### src/rtl/usbphy_pkg.sv
`default_nettype none

package usbphy_pkg;

  localparam int DataW = 32;
  localparam int OffW  = 13;
  localparam int SizeW = 3;
  localparam int ErrW  = 2;

  localparam logic [SizeW-1:0] SIZE_WORD = 3'd4;

  localparam logic [OffW-1:0] OFF_PWD  = 13'h000;
  localparam logic [OffW-1:0] OFF_TX   = 13'h010;
  localparam logic [OffW-1:0] OFF_RX   = 13'h020;
  localparam logic [OffW-1:0] OFF_CTRL = 13'h030;
  localparam logic [OffW-1:0] OFF_STAT = 13'h040;
  localparam logic [OffW-1:0] OFF_DBG  = 13'h050;
  localparam logic [OffW-1:0] OFF_DBG0 = 13'h060;
  localparam logic [OffW-1:0] OFF_DBG1 = 13'h070;
  localparam logic [OffW-1:0] OFF_VER  = 13'h080;

  localparam logic [DataW-1:0] MASK_PWD  = 32'h001F7C00;
  localparam logic [DataW-1:0] MASK_TX   = 32'h1FAF2F8F;
  localparam logic [DataW-1:0] MASK_RX   = 32'h00400033;
  localparam logic [DataW-1:0] MASK_CTRL = 32'hD0003EBF;
  localparam logic [DataW-1:0] MASK_DBG  = 32'h7F1F1F3F;
  localparam logic [DataW-1:0] MASK_DBG1 = 32'h0000700F;

  localparam logic [DataW-1:0] RST_PWD  = 32'h001F7C00;
  localparam logic [DataW-1:0] RST_TX   = 32'h10060607;
  localparam logic [DataW-1:0] RST_RX   = 32'h00000000;
  localparam logic [DataW-1:0] RST_CTRL = 32'hC0000001;
  localparam logic [DataW-1:0] RST_DBG  = 32'h7F180000;
  localparam logic [DataW-1:0] RST_DBG1 = 32'h00001000;

  localparam logic [DataW-1:0] DBG0_VALUE = 32'h0000900D;
  localparam logic [DataW-1:0] VER_VALUE  = 32'h03000000;

  localparam int BIT_SOFTRST = 31;
  localparam int BIT_SUSPEND = 29;
  localparam int BIT_OTGID   = 8;

  typedef enum logic [ErrW-1:0] {
    ERR_OK       = 2'd0,
    ERR_SIZE     = 2'd1,
    ERR_UNMAPPED = 2'd2
  } err_t;

  typedef enum logic [1:0] {
    OP_WRITE  = 2'd0,
    OP_SET    = 2'd1,
    OP_CLEAR  = 2'd2,
    OP_TOGGLE = 2'd3
  } alias_op_t;

  typedef enum logic [3:0] {
    RD_NONE,
    RD_PWD,
    RD_TX,
    RD_RX,
    RD_CTRL,
    RD_STAT,
    RD_DBG,
    RD_DBG0,
    RD_DBG1,
    RD_VER
  } rd_sel_t;

  typedef enum logic [2:0] {
    WR_NONE,
    WR_PWD,
    WR_TX,
    WR_RX,
    WR_CTRL,
    WR_STAT,
    WR_DBG,
    WR_DBG1
  } wr_sel_t;

  typedef struct packed {
    err_t      err;
    rd_sel_t   rd_sel;
    wr_sel_t   wr_sel;
    alias_op_t op;
  } dec_t;

  function automatic logic [DataW-1:0] alias_apply(input logic [DataW-1:0] cur,
                                                   input logic [DataW-1:0] val,
                                                   input alias_op_t op);
    logic [DataW-1:0] res;
    case (op)
      OP_WRITE: res = val;
      OP_SET:   res = cur | val;
      OP_CLEAR: res = cur & ~val;
      default:  res = cur ^ val;
    endcase
    return res;
  endfunction

endpackage

`default_nettype wire

### src/rtl/usbphy_decode.sv
`default_nettype none

module usbphy_decode
  import usbphy_pkg::*;
(
  input  wire logic             mode,
  input  wire logic [OffW-1:0]  offset,
  input  wire logic [SizeW-1:0] access_size,
  output dec_t                  dec
);

  logic [OffW-1:0] base;
  rd_sel_t         rd_sel;
  wr_sel_t         wr_sel;

  assign base = {offset[OffW-1:4], 2'b00, offset[1:0]};

  always_comb begin
    unique case (offset)
      OFF_PWD:  rd_sel = RD_PWD;
      OFF_TX:   rd_sel = RD_TX;
      OFF_RX:   rd_sel = RD_RX;
      OFF_CTRL: rd_sel = RD_CTRL;
      OFF_STAT: rd_sel = RD_STAT;
      OFF_DBG:  rd_sel = RD_DBG;
      OFF_DBG0: rd_sel = RD_DBG0;
      OFF_DBG1: rd_sel = RD_DBG1;
      OFF_VER:  rd_sel = RD_VER;
      default:  rd_sel = RD_NONE;
    endcase
  end

  always_comb begin
    unique case (base)
      OFF_PWD:  wr_sel = WR_PWD;
      OFF_TX:   wr_sel = WR_TX;
      OFF_RX:   wr_sel = WR_RX;
      OFF_CTRL: wr_sel = WR_CTRL;
      OFF_DBG:  wr_sel = WR_DBG;
      OFF_DBG1: wr_sel = WR_DBG1;
      default:  wr_sel = (offset == OFF_STAT) ? WR_STAT : WR_NONE;
    endcase
  end

  always_comb begin
    dec.op     = alias_op_t'(offset[3:2]);
    dec.rd_sel = RD_NONE;
    dec.wr_sel = WR_NONE;
    dec.err    = ERR_OK;
    if (access_size != SIZE_WORD) begin
      dec.err = ERR_SIZE;
    end else if (!mode) begin
      dec.rd_sel = rd_sel;
      if (rd_sel == RD_NONE) begin
        dec.err = ERR_UNMAPPED;
      end
    end else begin
      dec.wr_sel = wr_sel;
      if (wr_sel == WR_NONE) begin
        dec.err = ERR_UNMAPPED;
      end
    end
  end

endmodule

`default_nettype wire

### src/rtl/usbphy_regs.sv
`default_nettype none

module usbphy_regs
  import usbphy_pkg::*;
(
  input  wire logic             clk,
  input  wire logic             rst,
  input  wire logic             en,
  input  wire dec_t             dec,
  input  wire logic [DataW-1:0] write_data,
  output logic      [DataW-1:0] rdata
);

  logic [DataW-1:0] power_down;
  logic [DataW-1:0] transmit;
  logic [DataW-1:0] receive;
  logic [DataW-1:0] control;
  logic             otg_id;
  logic [DataW-1:0] debug;
  logic [DataW-1:0] debug_one;
  logic [DataW-1:0] control_next;
  logic [DataW-1:0] control_view;

  assign control_next = alias_apply(control, write_data & MASK_CTRL, dec.op);

  always_ff @(posedge clk) begin
    if (rst) begin
      power_down <= RST_PWD;
      transmit   <= RST_TX;
      receive    <= RST_RX;
      control    <= RST_CTRL;
      otg_id     <= 1'b0;
      debug      <= RST_DBG;
      debug_one  <= RST_DBG1;
    end else if (en) begin
      unique case (dec.wr_sel)
        WR_PWD:  power_down <= alias_apply(power_down, write_data & MASK_PWD, dec.op);
        WR_TX:   transmit   <= alias_apply(transmit, write_data & MASK_TX, dec.op);
        WR_RX:   receive    <= alias_apply(receive, write_data & MASK_RX, dec.op);
        WR_CTRL: begin
          if (control_next[BIT_SOFTRST]) begin
            power_down <= RST_PWD;
            transmit   <= RST_TX;
            receive    <= RST_RX;
            control    <= RST_CTRL;
          end else begin
            control <= control_next;
          end
        end
        WR_STAT: otg_id    <= write_data[BIT_OTGID];
        WR_DBG:  debug     <= alias_apply(debug, write_data & MASK_DBG, dec.op);
        WR_DBG1: debug_one <= alias_apply(debug_one, write_data & MASK_DBG1, dec.op);
        default: ;
      endcase
    end
  end

  always_comb begin
    control_view              = control;
    control_view[BIT_SUSPEND] = ((power_down & MASK_PWD) != MASK_PWD);
  end

  always_comb begin
    rdata = '0;
    unique case (dec.rd_sel)
      RD_PWD:  rdata = power_down;
      RD_TX:   rdata = transmit;
      RD_RX:   rdata = receive;
      RD_CTRL: rdata = control_view;
      RD_STAT: rdata[BIT_OTGID] = otg_id;
      RD_DBG:  rdata = debug;
      RD_DBG0: rdata = DBG0_VALUE;
      RD_DBG1: rdata = debug_one;
      RD_VER:  rdata = VER_VALUE;
      default: rdata = '0;
    endcase
  end

endmodule

`default_nettype wire

### src/rtl/usb_phy_register_block.sv
// Register block of a USB PHY with a start/busy command port. Busy stays low, so a new
// access may be started in every cycle. Each access is captured in an input register,
// decoded and applied in the following cycle, and its read data and error code appear on
// the result ports from an output register with done high for one cycle. Results cannot
// be held off and must be taken in that cycle. A write becomes visible to the next
// access, even one started in the cycle right after it.
`default_nettype none

module usb_phy_register_block
  import usbphy_pkg::*;
(
  input  wire logic             clk,
  input  wire logic             rst,
  input  wire logic             start,
  output logic                  busy,
  input  wire logic             mode,
  input  wire logic [OffW-1:0]  offset,
  input  wire logic [DataW-1:0] write_data,
  input  wire logic [SizeW-1:0] access_size,
  output logic                  done,
  output logic      [DataW-1:0] read_data,
  output logic      [ErrW-1:0]  error_code
);

  logic             in_valid;
  logic             mode_q;
  logic [OffW-1:0]  offset_q;
  logic [DataW-1:0] wdata_q;
  logic [SizeW-1:0] size_q;
  dec_t             dec;
  logic [DataW-1:0] rdata;

  assign busy = 1'b0;

  always_ff @(posedge clk) begin
    if (rst) begin
      in_valid <= 1'b0;
    end else begin
      in_valid <= start && !busy;
    end
  end

  always_ff @(posedge clk) begin
    mode_q   <= mode;
    offset_q <= offset;
    wdata_q  <= write_data;
    size_q   <= access_size;
  end

  usbphy_decode u_decode (
    .mode        (mode_q),
    .offset      (offset_q),
    .access_size (size_q),
    .dec         (dec)
  );

  usbphy_regs u_regs (
    .clk        (clk),
    .rst        (rst),
    .en         (in_valid),
    .dec        (dec),
    .write_data (wdata_q),
    .rdata      (rdata)
  );

  always_ff @(posedge clk) begin
    if (rst) begin
      done <= 1'b0;
    end else begin
      done <= in_valid;
    end
  end

  always_ff @(posedge clk) begin
    read_data  <= rdata;
    error_code <= dec.err;
  end

endmodule

`default_nettype wire

### config.mk
export PLATFORM = sky130hd
export DESIGN_NAME = usb_phy_register_block
export DESIGN_NICKNAME = d
export VERILOG_FILES = /design/src/rtl/usbphy_pkg.sv /design/src/rtl/usbphy_decode.sv /design/src/rtl/usbphy_regs.sv /design/src/rtl/usb_phy_register_block.sv
export SDC_FILE = /design/constraint.sdc
export NUM_CORES = 1
export LEC_CHECK = 0
export BUFFER_PORTS_ARGS = -buffer_cell sky130_fd_sc_hd__clkbuf_2
export CAP_MARGIN = 15
export CORE_MARGIN = 3
export CORE_UTILIZATION = 50
export CTS_CLUSTER_SIZE = 30
export DETAILED_ROUTE_END_ITERATION = 7
export PLACE_DENSITY_LB_ADDON = 0.08
export SLEW_MARGIN = 5
export SYNTH_ARGS = -nofsm -noshare
export SYNTH_HDL_FRONTEND = slang
export SYNTH_SLANG_ARGS = --single-unit
### constraint.sdc
create_clock -name clk -period 5.3 [get_ports clk]
set_clock_uncertainty 0.2 [all_clocks]
set_input_delay 0.53 -clock clk [delete_from_list [all_inputs] [get_ports clk]]
set_output_delay 0.53 -clock clk [all_outputs]
set_load 0.01 [all_outputs]
Yosys cells after proc, flatten, opt, wreduce, memory -nomap -nowiden
Index checks and enable logic that the tools add are counted.
{"block": "totals", "n_memories": 0, "romBits": 0, "wordCells": 113, "ramBits": 0, "ff_bits": 278, "output_inout_bits": 36, "latchBits": 0}
{"block": "classes", "n_addsub": 0, "bitwise": 24, "order_cmp": 0, "n_reduce_logical": 15, "div_mod_pow": 0, "mul": 0, "shift": 0, "eq_ne": 34, "muxes": 25}
{"op": "one-hot mux 32 bit (3 select lines)", "count": 6}
{"op": "bitwise AND 32 bit", "count": 6}
{"op": "one-hot mux 32 bit (2 select lines)", "count": 3}
{"op": "one-hot mux 23 bit (8 select lines)", "count": 1}
{"op": "2-to-1 mux 32 bit", "count": 4}
{"op": "one-hot mux 8 bit (7 select lines)", "count": 1}
{"op": "== test 13 x 7 -> 1 bit (second input constant)", "count": 4}
{"op": "one-hot mux 4 bit (9 select lines)", "count": 1}
{"op": "inverter 15 -> 32 bit", "count": 1}
{"op": "inverter 21 -> 32 bit", "count": 1}
{"op": "inverter 23 -> 32 bit", "count": 1}
{"op": "inverter 29 -> 32 bit", "count": 1}
{"op": "inverter 31 -> 32 bit", "count": 1}
{"op": "inverter 32 bit", "count": 1}
{"op": "OR 32 x 15 -> 32 bit", "count": 1}
{"op": "OR 32 x 21 -> 32 bit", "count": 1}
{"op": "OR 32 x 23 -> 32 bit", "count": 1}
{"op": "OR 32 x 29 -> 32 bit", "count": 1}
{"op": "OR 32 x 31 -> 32 bit", "count": 1}
{"op": "OR 32 bit", "count": 1}
{"op": "bitwise XOR 32 x 15 -> 32 bit", "count": 1}
{"op": "bitwise XOR 32 x 21 -> 32 bit", "count": 1}
{"op": "bitwise XOR 32 x 23 -> 32 bit", "count": 1}
{"op": "bitwise XOR 32 x 29 -> 32 bit", "count": 1}
{"op": "other kinds (33)", "count": 56}

Depth between registers and ports, before layout
{"block": "logic_depth", "ltp_word": 8, "mapped_depth": 8, "ltp_nobuf": 7}

By module
From an unflattened synthesis, not the netlist that was laid out.
{"block": "unflattened", "cells_unflattened": 1056, "hier_area_um2": 10020.9}
{"module": "usbphy_regs", "area_each_um2": 8025.2, "n_inst": 1, "cells_per_inst": 927, "seq_area_each_um2": 1641.6}
{"module": "usb_phy_register_block", "area_each_um2": 1725.4, "n_inst": 1, "cells_per_inst": 89, "seq_area_each_um2": 1701.6}
{"module": "usbphy_decode", "area_each_um2": 270.3, "n_inst": 1, "cells_per_inst": 40, "seq_area_each_um2": 0.0}

Worst setup path before layout
Ideal clock, no wire load.
{"block": "synth_path", "path_type": "flip-flop to flip-flop", "start": "register offset_q[8]", "end": "register read_data[16]", "period_less_slack_ns": 2.338, "arrival_time_ns": 2.016, "path_stages_with_launch": 9, "setup_slack_ns": 2.962, "setup_time_ns": 0.122, "path_buffers": 3, "t_required_ns": 4.978, "path_cell_list": "dfxtp_1 or4_4 buf_6 nor3_4 nand2_4 and2_4 buf_6 buf_8 a221o_1"}
{"block": "synth_via", "elab_chain_cells": 6}
{"element": "start: declaration", "line_no": "usb_phy_register_block.sv:27", "text": "logic [OffW-1:0] offset_q;"}
{"element": "start signal: assignment", "line_no": "usb_phy_register_block.sv:45", "text": "offset_q <= offset;"}
{"element": "== test 13 x 8 -> 1 bit, or another cell as far along", "line_no": "usbphy_decode.sv:19", "text": "unique case (offset)"}
{"element": "one-hot mux 4 bit (9 select lines) (*)", "line_no": "usbphy_decode.sv:19"}
{"element": "2-to-1 mux 4 bit (*)", "line_no": "usbphy_decode.sv:52", "text": "end else if (!mode) begin"}
{"element": "2-to-1 mux 7 bit (*)", "line_no": "usbphy_decode.sv:50", "text": "if (access_size != SIZE_WORD) begin"}
{"element": "== test 4 bit, or another cell as far along", "line_no": "usbphy_regs.sv:65", "text": "unique case (dec.rd_sel)"}
{"element": "one-hot mux 23 bit (8 select lines) (*)", "line_no": "usbphy_regs.sv:65"}
{"element": "via rdata[16]", "line_no": "usb_phy_register_block.sv:31", "text": "logic [DataW-1:0] rdata;"}
{"element": "end signal: assignment", "line_no": "usb_phy_register_block.sv:75", "text": "read_data <= rdata;"}
{"element": "end: declaration", "line_no": "usb_phy_register_block.sv:21", "text": "output logic [DataW-1:0] read_data,"}
The timed path passes the listed nets; every way through them passes the cells marked *.
A chain may end at the register's enable or synchronous reset.

Final worst setup path
{"block": "layout_path", "start": "register offset_q[8]", "end": "register u_regs.debug[20]"}
{"block": "layout_via", "elab_chain_cells": 7}
{"element": "== test 13 x 7 -> 1 bit", "line_no": "usbphy_decode.sv:41", "text": "default: wr_sel = (offset == OFF_STAT) ? WR_STAT : WR_NONE;"}
{"element": "2-to-1 mux 3 bit", "line_no": "usbphy_decode.sv:41"}
{"element": "one-hot mux 3 bit (6 select lines) (*)", "line_no": "usbphy_decode.sv:34", "text": "unique case (base)"}
{"element": "2-to-1 mux 3 bit (*)", "line_no": "usbphy_decode.sv:52"}
{"element": "2-to-1 mux 7 bit (*)", "line_no": "usbphy_decode.sv:50"}
{"element": "== test 3 bit (*)", "line_no": "usbphy_regs.sv:36", "text": "unique case (dec.wr_sel)"}
{"element": "AND reduction 2 bit (no line) (*)"}
{"element": "end signal: assignment", "line_no": "usbphy_regs.sv:51", "text": "WR_DBG: debug <= alias_apply(debug, write_data & MASK_DBG, dec.op);"}
{"element": "end: declaration", "line_no": "usbphy_regs.sv:19", "text": "logic [DataW-1:0] debug;"}
Every way passes the cells marked *; elsewhere a longest branch is shown, timed or not.

==> impl_results.md <==
* EDFF count, synth at 0
* Longest Clk Path Bufs at 2
* Post-synthesis cell area at 10200 um2
* Final setup fails at 0
* Inst Count DP at 1407
* Leakage Power at 5.37 nW
* Total negative slack at 0 ns
* Critical path peak fanout at 32
* Die height at 149 um
* Startpoint Class: flip-flop
* Main synth FF type: dfxtp_1
* # fillers at 1720
* Ports at 88
* Min-delay worst type: primary input to flip-flop
* Drt first pass iters at 5
* MaxCap Viol Count at 0
* DRC Markers at 0
* Hold Path Cell Cnt at 1
* Max frequency at 308 MHz
* Count of different cell masters after synthesis at 64
* M3 GR Usage at 4.22%
* Final hold vios at 0
* Worst vdd ir at 200 uV
* Clock latency on the worst-skew pair at 0.43 ns
* Worst Tran Pin Value at 1.06 ns
* GRT Max-Usage Layer: met2
* Critical path data required time at 5.40 ns
* Final cell count without fillers at 1483
* CTS resizes at 0
* CP cell instances: nor4_1 -> nand3_1 -> nor3_2 -> buf_4 -> mux2i_1 -> nand2_1
* Crit. path cell count at 6
* Fin. max-slew vios at 0
* First-pass GRT wire length at 40000 um
* Worst slack at placement at 2.11 ns
* Placer Congestion at 0.840
* Fin crit period at 3.24 ns
* CP peak stage delay at 0.73 ns
* Nets at 1419
* Crit path buf inv count at 1
* Routed WL at 24500 um
* Die ar. at 22100 um2
* R2R Path End: u_regs.debug[20]$_SDFFE_PP1P_
* Reg2reg path depth at 6
* Mapped Cells at 1111
* Rel. slew slack at 29.0%
* DP Area at 10800 um2
* Arr. time, crit path at 3.34 ns
* Count of input and output buffers at 84
* RSZ-0062 raised after global routing: no
* Reg2Reg Launch Point: offset_q[8]$_DFF_P_
* Met2 Use GR at 36.5%
* Post-route setup slack at 2.06 ns
* Sequential area share after synthesis at 32.4%
* Die W at 149 um
* P&R area growth vs syn at 15.9%
* Min Hold Slack at 0.0114 ns
* Cell with the most instances after synthesis: dfxtp_1
* WS Path Type: flip-flop to flip-flop
* Starting Density at 51.7%
* Reg2Reg Setup Slack at 2.06 ns
* Ant. Diodes at 0
* Worst setup EP type: flip-flop
* Yosys warns at 0
* GR Util met1 at 31.5%
* Total gr overflow at 0
* Layout cell share with drive strength beyond 1 at 15.6%
* Largest delay share family, worst path: simple AND/OR/NAND/NOR gates
* ANT nets after route at 0
* Design Area, Final at 11800 um2
* CTS tree: yes
* DR vias at 8067
* Post-CTS Hold Buffers at 44
* Cell at the slowest stage of the critical path: nor3_2
* Syn Area/Cell at 9.18 um2
* Total CTS buffers at 17
* Final period util at 61.2%
* Top cell type's share of synthesized area at 32.4%
* Clock Pin Slew Worst Setup and Hold Paths at 0.07 ns
* GRT Overall Usage at 22.7%
* Flops & latches, synth at 165
* Top cells by area, synth: dfxtp_1, ha_1, mux4_2
* Worst Hold End: wdata_q[8]$_DFF_P_
* Row count at 51
* Drt wl/cell at 16.5 um
* Final core utilization at 59.9%
* CTS Sinks at 165
* Post-synth top cells: dfxtp_1, ha_1, inv_1
* Initial antenna violation count at 0
* Post-DP HPWL at 15800 um
* H-Tree Depth at 4
* Dominant cell type by area after synthesis: dfxtp_1
* Vias per Instance at 5.44
* Power per cell area at 243 nW/um2
* Status: complete, no violations
* Root Buffer: clkbuf_16
* Post CTS Setup Buffer Count at 0
* Share of synthesized flip-flops with an asynchronous set or reset at 0%
* Vias in the first global route at 7588
* Initial DRC Count at 494
* Pwr Total at 2.88 mW
* Hold Path Origin: write_data[8]
* Core Area at 19700 um2
* Largest net degree at the start of global routing at 120
[layer usage]
metal,vias to the layer above,part of all wire [%]
li1,4035,-
met2,223,46
met5,-,0
met3,41,4.8
met1,3768,47
met4,0,2.1
[how the worst max path moves through the flow]
stage                   startpoint  slack, ns                       endpoint
2_1_floorplan  offset_q[8]$_DFF_P_       2.96          read_data[16]$_DFF_P_
3_3_place_gp   offset_q[8]$_DFF_P_       2.11  u_regs.debug[25]$_SDFFE_PP1P_
3_5_place_dp   offset_q[8]$_DFF_P_       2.11  u_regs.debug[20]$_SDFFE_PP1P_
4_1_cts        offset_q[8]$_DFF_P_       2.09  u_regs.debug[19]$_SDFFE_PP1P_
5_1_grt        offset_q[8]$_DFF_P_       1.90  u_regs.debug[19]$_SDFFE_PP1P_
6_report       offset_q[8]$_DFF_P_       2.06  u_regs.debug[20]$_SDFFE_PP1P_
[kinds of logic (layout without fill, tap and decap cells)]
group | count (synthesis) | count (layout) | synth area share, %
AND/OR/NAND/NOR | 251 | 251 | 11.7
AO/OA/AOI/OAI | 233 | 233 | 15.3
buffers and inverters | 218 | 324 | 8.57
flip-flops | 165 | 165 | 32.4
adder cells (fa/ha/maj) | 162 | 162 | 19.9
multiplexers | 80 | 80 | 12.0
other | 1 | 2 | 0.0368
XOR/XNOR | 1 | 1 | 0.0859
[power breakdown]
group          leakage, nW  total [mW]  internal [mW]  switching [mW]
clock                0.295        1.30          0.762           0.539
sequential            1.35        1.29           1.26          0.0328
combinational         3.73       0.283          0.136           0.146
total                 5.37        2.88           2.16           0.718
[registers in the layout, indices dropped and copies added, names as in the netlist, 2 cells and up]
signal / cells
error_code: 2
offset_q: 13
read_data: 32
size_q: 3
u_regs.control: 15
u_regs.debug: 23
u_regs.debug_one: 7
u_regs.power_down: 10
u_regs.receive: 5
u_regs.transmit: 21
wdata_q: 30
[layout make-up]
type / count / area, um2 / area share [%]
Tap cell: 265 / 332 / 2.81
Multi-Input combinational cell: 729 / 6030 / 51.0
Clock inverter: 13 / 171 / 1.45
Inverter: 153 / 574 / 4.86
Sequential cell: 165 / 3310 / 28.0
Timing Repair Buffer: 139 / 956 / 8.09
Clock buffer: 19 / 443 / 3.75
[cells in the final DEF, fill, tap and decap left out, types with 4 or more instances in the layout]
cell	netlist	layout
or3_1	11	11
nor2_1	76	76
clkbuf_2	0	84
o22a_1	11	11
ha_1	162	162
buf_4	3	10
a22oi_1	9	9
a22o_1	17	17
o211ai_1	10	10
clkbuf_16	0	17
o21ai_0	51	51
a221o_1	9	9
nand4_1	8	8
mux4_2	34	34
dfxtp_1	165	163
nor3_1	25	24
nor2b_1	7	7
nand3_1	16	16
mux2i_1	46	46
nand2_1	77	77
a221o_2	7	7
inv_6	0	4
inv_1	152	152
a211oi_1	26	26
a22o_2	5	5
dlygate4sd3_1	0	44
and3_1	5	5
a21oi_1	71	71
Note: power is estimated with default switching activity, not from simulation.
